$ cat config.mk
export PLATFORM = sky130hd
export DESIGN_NAME = lz4d_ctrl
export DESIGN_NICKNAME = d
export VERILOG_FILES = /design/src/sv/lz4d_pkg.sv /design/src/sv/lz4d_ctrl.sv
export SDC_FILE = /design/constraint.sdc
export NUM_CORES = 1
export LEC_CHECK = 0
export ABC_AREA = 1
export BUFFER_PORTS_ARGS = -buffer_cell sky130_fd_sc_hd__buf_2
export CAP_MARGIN = 20
export CELL_PAD_IN_SITES_DETAIL_PLACEMENT = 1
export CELL_PAD_IN_SITES_GLOBAL_PLACEMENT = 1
export CORE_MARGIN = 10
export CORE_UTILIZATION = 42
export DETAILED_ROUTE_END_ITERATION = 8
export HOLD_SLACK_MARGIN = 0.06
export PLACE_DENSITY = 0.93
export SKIP_LAST_GASP = 1
export SYNTH_ARGS = -nofsm -noshare
export SYNTH_HDL_FRONTEND = slang
export SYNTH_SLANG_ARGS = --single-unit
$ cat constraint.sdc
create_clock -name clk -period 10.35 [get_ports clk]
set_input_delay 1.5525 -clock clk [delete_from_list [all_inputs] [get_ports clk]]
set_output_delay 1.5525 -clock clk [all_outputs]
set_load 0.05 [all_outputs]
$ cat src/sv/lz4d_pkg.sv
package lz4d_pkg;

  // default sizing
  localparam int DefWindowBytes = 65536;
  localparam int DefMaxBurst    = 64;
  localparam int DefCountBits   = 24;

  // fixed field widths
  localparam int CapBits  = 24;
  localparam int DistBits = 16;

  // input opcodes
  typedef enum logic [1:0] {
    OP_BYTE   = 2'd0,
    OP_CONT   = 2'd1,
    OP_CLEAR  = 2'd2,
    OP_UNUSED = 2'd3
  } opcode_t;

  // result status codes
  localparam logic [2:0] ST_OK    = 3'd0;
  localparam logic [2:0] ST_BUSY  = 3'd1;
  localparam logic [2:0] ST_ZERO  = 3'd2;
  localparam logic [2:0] ST_FAR   = 3'd3;
  localparam logic [2:0] ST_CAP   = 3'd4;
  localparam logic [2:0] ST_TRUNC = 3'd5;

  // register addresses (word index)
  localparam logic REG_STREAM_MODE  = 1'b0;
  localparam logic REG_OUT_CAPACITY = 1'b1;

  // commands from controller to datapath
  typedef struct packed {
    logic                put;       // write one byte into history
    logic                put_copy;  // byte comes from history read
    logic [7:0]          lit;       // literal byte
    logic                clr_hist;  // drop history and block count
    logic                clr_prod;  // end of block, reset block count
    logic [DistBits-1:0] mdist;     // match distance for history read
    logic                emit;      // load output register
    logic [7:0]          e_byte;
    logic                e_valid;
    logic [2:0]          e_status;
    logic                e_pend;
    logic                e_done;
    logic                e_last;
  } lz4d_cmd_t;

  // status from datapath to controller
  typedef struct packed {
    logic out_free;  // output register can take a result this cycle
  } lz4d_stat_t;

endpackage

$ cat src/sv/lz4d_ctrl.sv
module lz4d_ctrl #(
  parameter int MAX_BURST  = lz4d_pkg::DefMaxBurst,
  parameter int COUNT_BITS = lz4d_pkg::DefCountBits,
  parameter int AW         = 16
) (
  input  logic                          clk,
  input  logic                          rst,
  input  logic                          in_valid,
  output logic                          in_stall,
  input  logic [1:0]                    opcode,
  input  logic [7:0]                    data_byte,
  input  logic                          end_of_block,
  input  logic                          stream_mode,
  input  logic [lz4d_pkg::CapBits-1:0]  out_capacity,
  input  logic [AW:0]                   fill,
  input  logic [COUNT_BITS-1:0]         produced,
  input  lz4d_pkg::lz4d_stat_t          stat,
  output lz4d_pkg::lz4d_cmd_t           cmd
);
  import lz4d_pkg::*;

  localparam int CB = COUNT_BITS;
  localparam int BW = $clog2(MAX_BURST + 1);
  localparam int XW = ((CB > CapBits) ? CB : CapBits) + 1;
  localparam int RW = (CB > AW + 1) ? CB : AW + 1;

  typedef enum logic [2:0] {
    PH_TOKEN, PH_LITEXT, PH_LIT, PH_OFFLO, PH_OFFHI, PH_MLEXT, PH_COPY, PH_DISCARD
  } phase_t;

  typedef enum logic [1:0] {S_IDLE, S_EMIT, S_RD, S_WR} state_t;

  state_t              state;
  phase_t              phase, ph_n;
  logic [3:0]          mcode, mc_n;
  logic [CB-1:0]       rem, rem_n;
  logic [DistBits-1:0] mdist, mdist_n;
  logic [BW-1:0]       cnt, n_burst;
  logic [2:0]          r_status, st_n;
  logic                r_done, done_n;
  logic                r_pend;
  logic                r_bv;
  logic [7:0]          r_byte;
  logic                r_fin, fin_end_n;

  // decode flags
  logic          accept, eob;
  logic          put_n, fin_n, fail_n, lit_known, start_m, burst_n, clr_all;
  logic [2:0]    fcode;
  logic [CB:0]   sum;
  logic [CB-1:0] sat_d;
  logic [XW-1:0] need;
  logic [RW-1:0] reach;
  logic          over_cap;

  assign accept   = in_valid && !in_stall;
  assign in_stall = (state != S_IDLE);
  assign eob      = end_of_block;

  // saturating add of an extension byte
  always_comb begin
    sum   = {1'b0, rem} + (CB + 1)'(data_byte);
    sat_d = sum[CB] ? '1 : sum[CB-1:0];
  end

  // parse one item
  always_comb begin
    ph_n      = phase;
    mc_n      = mcode;
    rem_n     = rem;
    mdist_n   = mdist;
    st_n      = ST_OK;
    done_n    = 1'b0;
    put_n     = 1'b0;
    fin_n     = 1'b0;
    fin_end_n = 1'b0;
    fail_n    = 1'b0;
    fcode     = ST_OK;
    lit_known = 1'b0;
    start_m   = 1'b0;
    burst_n   = 1'b0;
    clr_all   = 1'b0;
    n_burst   = '0;
    need      = '0;
    reach     = '0;
    over_cap  = 1'b0;

    unique case (opcode_t'(opcode))
      OP_BYTE: begin
        unique case (phase)
          PH_TOKEN: begin
            mc_n = data_byte[3:0];
            if (data_byte[7:4] == 4'hf) begin
              rem_n = CB'(15);
              if (eob) begin
                fail_n = 1'b1;
                fcode  = ST_TRUNC;
              end else begin
                ph_n = PH_LITEXT;
              end
            end else if (data_byte[7:4] == 4'h0) begin
              if (eob) fin_n = 1'b1;
              else ph_n = PH_OFFLO;
            end else begin
              rem_n     = CB'(data_byte[7:4]);
              lit_known = 1'b1;
            end
          end
          PH_LITEXT: begin
            rem_n = sat_d;
            if (data_byte == 8'hff) begin
              if (eob) begin
                fail_n = 1'b1;
                fcode  = ST_TRUNC;
              end
            end else begin
              lit_known = 1'b1;
            end
          end
          PH_LIT: begin
            put_n = 1'b1;
            rem_n = (rem != '0) ? rem - 1'b1 : rem;
            if (rem_n == '0) begin
              if (eob) fin_n = 1'b1;
              else ph_n = PH_OFFLO;
            end else if (eob) begin
              fail_n = 1'b1;
              fcode  = ST_TRUNC;
            end
          end
          PH_OFFLO: begin
            mdist_n = {8'h00, data_byte};
            if (eob) begin
              fail_n = 1'b1;
              fcode  = ST_TRUNC;
            end else begin
              ph_n = PH_OFFHI;
            end
          end
          PH_OFFHI: begin
            mdist_n = {data_byte, mdist[7:0]};
            if (mdist_n == '0) begin
              fail_n = 1'b1;
              fcode  = ST_ZERO;
            end else if (mcode == 4'hf) begin
              rem_n = CB'(19);
              if (eob) begin
                fail_n = 1'b1;
                fcode  = ST_TRUNC;
              end else begin
                ph_n = PH_MLEXT;
              end
            end else begin
              rem_n   = CB'(mcode) + CB'(4);
              start_m = 1'b1;
            end
          end
          PH_MLEXT: begin
            rem_n = sat_d;
            if (data_byte == 8'hff) begin
              if (eob) begin
                fail_n = 1'b1;
                fcode  = ST_TRUNC;
              end
            end else begin
              start_m = 1'b1;
            end
          end
          PH_COPY: begin
            fail_n = 1'b1;
            fcode  = ST_BUSY;
          end
          PH_DISCARD: begin
            st_n = mcode[2:0];
            if (eob) begin
              ph_n   = PH_TOKEN;
              mc_n   = '0;
              done_n = 1'b1;
            end
          end
          default: ;
        endcase
      end
      OP_CONT: begin
        if (phase == PH_COPY) burst_n = 1'b1;
        else if (phase == PH_DISCARD) st_n = mcode[2:0];
      end
      OP_CLEAR: begin
        clr_all = 1'b1;
        ph_n    = PH_TOKEN;
        mc_n    = '0;
        rem_n   = '0;
        mdist_n = '0;
      end
      OP_UNUSED: ;
      default: ;
    endcase

    // capacity check against the new run length
    need     = XW'(produced) + XW'(rem_n);
    over_cap = need > XW'(out_capacity);
    reach    = stream_mode ? RW'(fill) : RW'(produced);

    if (lit_known) begin
      if (over_cap) begin
        fail_n = 1'b1;
        fcode  = ST_CAP;
      end else if (eob) begin
        fail_n = 1'b1;
        fcode  = ST_TRUNC;
      end else begin
        ph_n = PH_LIT;
      end
    end

    if (start_m) begin
      if (over_cap) begin
        fail_n = 1'b1;
        fcode  = ST_CAP;
      end else if (RW'(mdist_n) > reach) begin
        fail_n = 1'b1;
        fcode  = ST_FAR;
      end else begin
        mc_n    = {3'b000, eob};
        burst_n = 1'b1;
      end
    end

    // one burst of up to MAX_BURST copied bytes
    if (burst_n) begin
      n_burst = (rem_n < CB'(MAX_BURST)) ? rem_n[BW-1:0] : BW'(MAX_BURST);
      rem_n   = rem_n - CB'(n_burst);
      if (rem_n == '0) begin
        if (mc_n != '0) begin
          fin_end_n = 1'b1;
          done_n    = 1'b1;
        end
        mc_n = '0;
        ph_n = PH_TOKEN;
      end else begin
        ph_n = PH_COPY;
      end
    end

    if (fin_n) begin
      rem_n  = '0;
      mc_n   = '0;
      ph_n   = PH_TOKEN;
      done_n = 1'b1;
    end

    if (fail_n) begin
      rem_n = '0;
      st_n  = fcode;
      if (eob) begin
        ph_n   = PH_TOKEN;
        mc_n   = '0;
        done_n = 1'b1;
      end else begin
        ph_n = PH_DISCARD;
        mc_n = {1'b0, fcode};
      end
    end
  end

  // sequencer and parse state
  always_ff @(posedge clk) begin
    if (rst) begin
      state    <= S_IDLE;
      phase    <= PH_TOKEN;
      mcode    <= '0;
      rem      <= '0;
      mdist    <= '0;
      cnt      <= '0;
      r_status <= ST_OK;
      r_done   <= 1'b0;
      r_pend   <= 1'b0;
      r_bv     <= 1'b0;
      r_byte   <= '0;
      r_fin    <= 1'b0;
    end else begin
      unique case (state)
        S_IDLE: begin
          if (accept) begin
            phase    <= ph_n;
            mcode    <= mc_n;
            rem      <= rem_n;
            mdist    <= mdist_n;
            r_status <= st_n;
            r_done   <= done_n;
            r_pend   <= (ph_n == PH_COPY);
            r_bv     <= put_n && (opcode_t'(opcode) == OP_BYTE);
            r_byte   <= data_byte;
            r_fin    <= fin_end_n;
            cnt      <= n_burst;
            state    <= (burst_n && !fail_n) ? S_RD : S_EMIT;
          end
        end
        S_EMIT: begin
          if (stat.out_free) state <= S_IDLE;
        end
        S_RD: begin
          state <= S_WR;
        end
        S_WR: begin
          if (stat.out_free) begin
            cnt   <= cnt - 1'b1;
            state <= (cnt == BW'(1)) ? S_IDLE : S_RD;
          end
        end
        default: state <= S_IDLE;
      endcase
    end
  end

  // commands to the datapath
  always_comb begin
    cmd          = '0;
    cmd.mdist    = mdist;
    cmd.lit      = data_byte;
    cmd.e_status = r_status;
    cmd.e_pend   = r_pend;
    cmd.e_done   = r_done;
    unique case (state)
      S_IDLE: begin
        cmd.put      = accept && put_n;
        cmd.clr_hist = accept && (fail_n || clr_all);
        cmd.clr_prod = accept && fin_n;
      end
      S_EMIT: begin
        cmd.emit    = stat.out_free;
        cmd.e_byte  = r_bv ? r_byte : 8'h00;
        cmd.e_valid = r_bv;
        cmd.e_last  = 1'b1;
      end
      S_RD: ;
      S_WR: begin
        cmd.put      = stat.out_free;
        cmd.put_copy = 1'b1;
        cmd.emit     = stat.out_free;
        cmd.e_valid  = 1'b1;
        cmd.e_last   = (cnt == BW'(1));
        cmd.clr_prod = stat.out_free && (cnt == BW'(1)) && r_fin;
      end
      default: ;
    endcase
  end

endmodule

==> impl_metrics.py <==
metrics = {
    "pwr": {
        "power.density_nw_per_um2": 246,
        "power_leakage_uw": 0.00643,
        "peakVddDrop_v": 0.000115,
    },
    "placed_design": {
        "gp_congestion": 1.02,
        "post-dp-hpwl_um": 36700,
        "placed_cells": 2290,
        "io_buffers": 125,
        "place_area_um2": 11700,
    },
    "route": {
        "vias_per_cell": 5.85,
        "drtIter0Drc": 1110,
        "antenna_left": 0,
        "dr.pass1.iters": 5,
        "routed_wirelength_um": 45400,
        "drcViolationCount": 0,
        "num_vias": 13500,
        "routedWlPerCell_um": 19.7,
    },
    "run_status": {
        "status": "finished, final reports clean",
    },
    "yosys": {
        "async_reset_ff_frac": 0,
        "syn_inst": 1898,
        "syn_area_um2": 11000,
        "synth_most_common_cell": "nand2_1",
        "synth_edf_count": 0,
        "synth.top_cells.by_count": "nand2_1 (461), inv_1 (259), nor2_1 (188)",
        "synth_top_flop_cell": "dfxtp_1",
        "synth_area_leaders": "nand2_1 (16%), dfxtp_1 (13%), ha_1 (9.7%), inv_1 (8.8%), nand3_1 (7.6%)",
        "synth_seq_area_share": 0.129,
        "avgSynthCellArea_um2": 5.80,
        "synth_fp_nets": 2066,
        "synth_top_cell_by_area": "nand2_1",
        "yosysWarnings": 0,
        "ys_types": 59,
        "synth.top_cell.area_share": 0.157,
        "synth-seq-cells": 71,
    },
    "timing": {
        "slew_viol_final": 0,
        "fin_skew_ps": 20.6,
        "fin_hold_ws_ps": 459,
        "max-slew-margin-rel": 0.328,
        "fin_setup_tns_ps": 0,
        "tightest_slew_ps": 1010,
        "hold_violations": 0,
        "layout_worst_path_cycle_share": 0.949,
        "min_period_ps": 9820,
        "setup_violations": 0,
        "max_freq_mhz": 102,
    },
    "die": {
        "die-area_um2": 33100,
        "die_y_um": 182,
        "ios": 126,
        "initial_utilization": 0.425,
        "rows": 59,
        "core_area_um2": 25900,
        "die_w_um": 182,
    },
    "global_routing": {
        "grt_max_degree": 84,
        "grt_pass1_wl_um": 72400,
        "gr-total-overflow": 0,
        "track_usage": 0.264,
        "antenna_found_initial": 0,
        "grt_pass1_vias": 13800,
    },
    "critical_path": {
        "critPathMaxFanout": 6,
        "critPathLaunchType": "input pin",
        "max_stage_delay_ps": 410,
        "r2r.worst_path.cells": 48,
        "crit_arrival_ps": 8270,
        "critPathRequiredTime_ps": 8800,
        "end_kind": "primary output",
        "cp_slowest_cell": "fa_1",
        "worst-setup-path-type": "in2out",
    },
    "cts": {
        "cts-root-buf": "clkbuf_16",
        "cts_tree": "built",
        "cts.path.max_buffers": 2,
        "clk_latency_ps": 360,
        "ctsHoldBuffers": 0,
        "clk_pin_slew_ps": 60,
        "numCtsBuffers": 9,
        "clkSinkCount": 71,
        "cts_htree_levels": 3,
    },
    "finish": {
        "finalNetCount": 2134,
        "final_util": 0.466,
        "final_cells": 2306,
        "area_growth_pct": 9.74,
        "postLayoutCellArea_um2": 12100,
        "diodes": 0,
        "drive_above_1_share": 0.144,
    },
    "flow_run": {
        "drv_cap": 0,
    },
    "hold_path": {
        "hold_path.class": "reg2reg",
        "hold_path_depth": 2,
    },
}
[critical path, delay by kind of cell]
family	cells	cell delay, ps
AND/OR/NAND/NOR	21	2400
adder cells (fa/ha/maj)	5	1650
AO/OA/AOI/OAI	9	1600
buffers and inverters	8	880
XOR/XNOR	1	180
[layout by cell type (no fill, tap or decap), types with 9 or more instances in the layout]
cell type,netlist,final
nor2_4,14,14
nand2_2,24,25
nor3_1,21,20
nand3_2,12,12
o221ai_1,11,11
mux2i_1,15,15
nand3_1,167,167
a21oi_1,129,125
a21oi_2,6,10
o211ai_1,27,27
nand2_1,461,459
a31oi_1,14,13
dfxtp_1,71,71
xor2_1,24,24
buf_4,17,15
ha_1,85,85
xnor2_1,10,10
nor4_1,10,10
buf_2,16,124
o21ai_0,97,96
o22ai_1,12,12
clkbuf_16,0,9
inv_2,14,14
inv_1,259,259
a211oi_1,9,9
nor2_2,24,26
nand4_1,55,55
nor2_1,188,186
[stage by stage]
| step | setup WS (ps) | total power (µW) |
|---|---|---|
| global route | -26.5 | 3200 |
| CTS | 211 | 2910 |
| detailed placement | 349 | 2560 |
| floorplan | 1200 | 2010 |
| finish | 530 | 2970 |
| global placement | 603 | 2480 |
[final timing paths]
check                         startpoint                      to  slack [ps]
setup reg to reg     rem[0]$_SDFFE_PP0P_     rem[0]$_SDFFE_PP0P_        2200
hold / removal    r_byte[5]$_SDFFE_PP0P_  r_byte[5]$_SDFFE_PP0P_         460
setup / recovery            data_byte[0]                 cmd[33]         530
hold reg to reg   r_byte[5]$_SDFFE_PP0P_  r_byte[5]$_SDFFE_PP0P_         460
[cell families (layout without fill, tap and decap cells)]
family / Yosys count / after routing / synth area share
adder cells (fa/ha/maj): 87 / 87 / 0.100
other: 1 / 1 / 0.000341
multiplexers: 16 / 16 / 0.0147
AND/OR/NAND/NOR: 997 / 997 / 0.418
buffers and inverters: 358 / 431 / 0.133
flip-flops: 71 / 71 / 0.129
XOR/XNOR: 35 / 35 / 0.0285
AO/OA/AOI/OAI: 333 / 333 / 0.176
[area by class of cell]
cell class | instances | area, µm²
Clock buffer | 9 | 225
Clock inverter | 7 | 80.1
Fill cell | 3697 | 13800
Inverter | 276 | 1040
Multi-Input combinational cell | 1469 | 8170
Sequential cell | 71 | 1420
Tap cell | 335 | 419
Timing Repair Buffer | 139 | 733
[flip-flops by register name, summed over array words and instances, names as in the netlist]
register  cells
rem          24
mdist        16
mcode         4
r_fin         1
r_pend        1
r_byte        8
r_status      3
phase         3
state         2
cnt           7
r_bv          1
r_done        1
[where the power goes]
| group | internal, µW | total, µW | switching, µW |
|---|---|---|---|
| Clock | 190 | 334 | 145 |
| Sequential | 333 | 403 | 70.4 |
| Combinational | 651 | 2230 | 1580 |
[what timing repair did]
| action | 4_1_cts | 5_1_grt |
|---|---|---|
| setup buffers | 0 | 0 |
| gates resized for setup | 0 | 13 |
| hold endpoints to repair | 0 | 0 |
| endpoints found under the setup margin | 0 | 1 |
[metal layers]
| layer | GRT usage | up-vias | routed length, µm |
|---|---|---|---|
| met2 | 0.441 | 518 | 20900 |
| met5 | 0 | - | 0 |
| li1 | - | 6401 | - |
| met3 | 0.0402 | 102 | 3190 |
| met1 | 0.332 | 6471 | 19600 |
| met4 | 0.106 | 0 | 1740 |
Power figures use the tool's default switching activity.
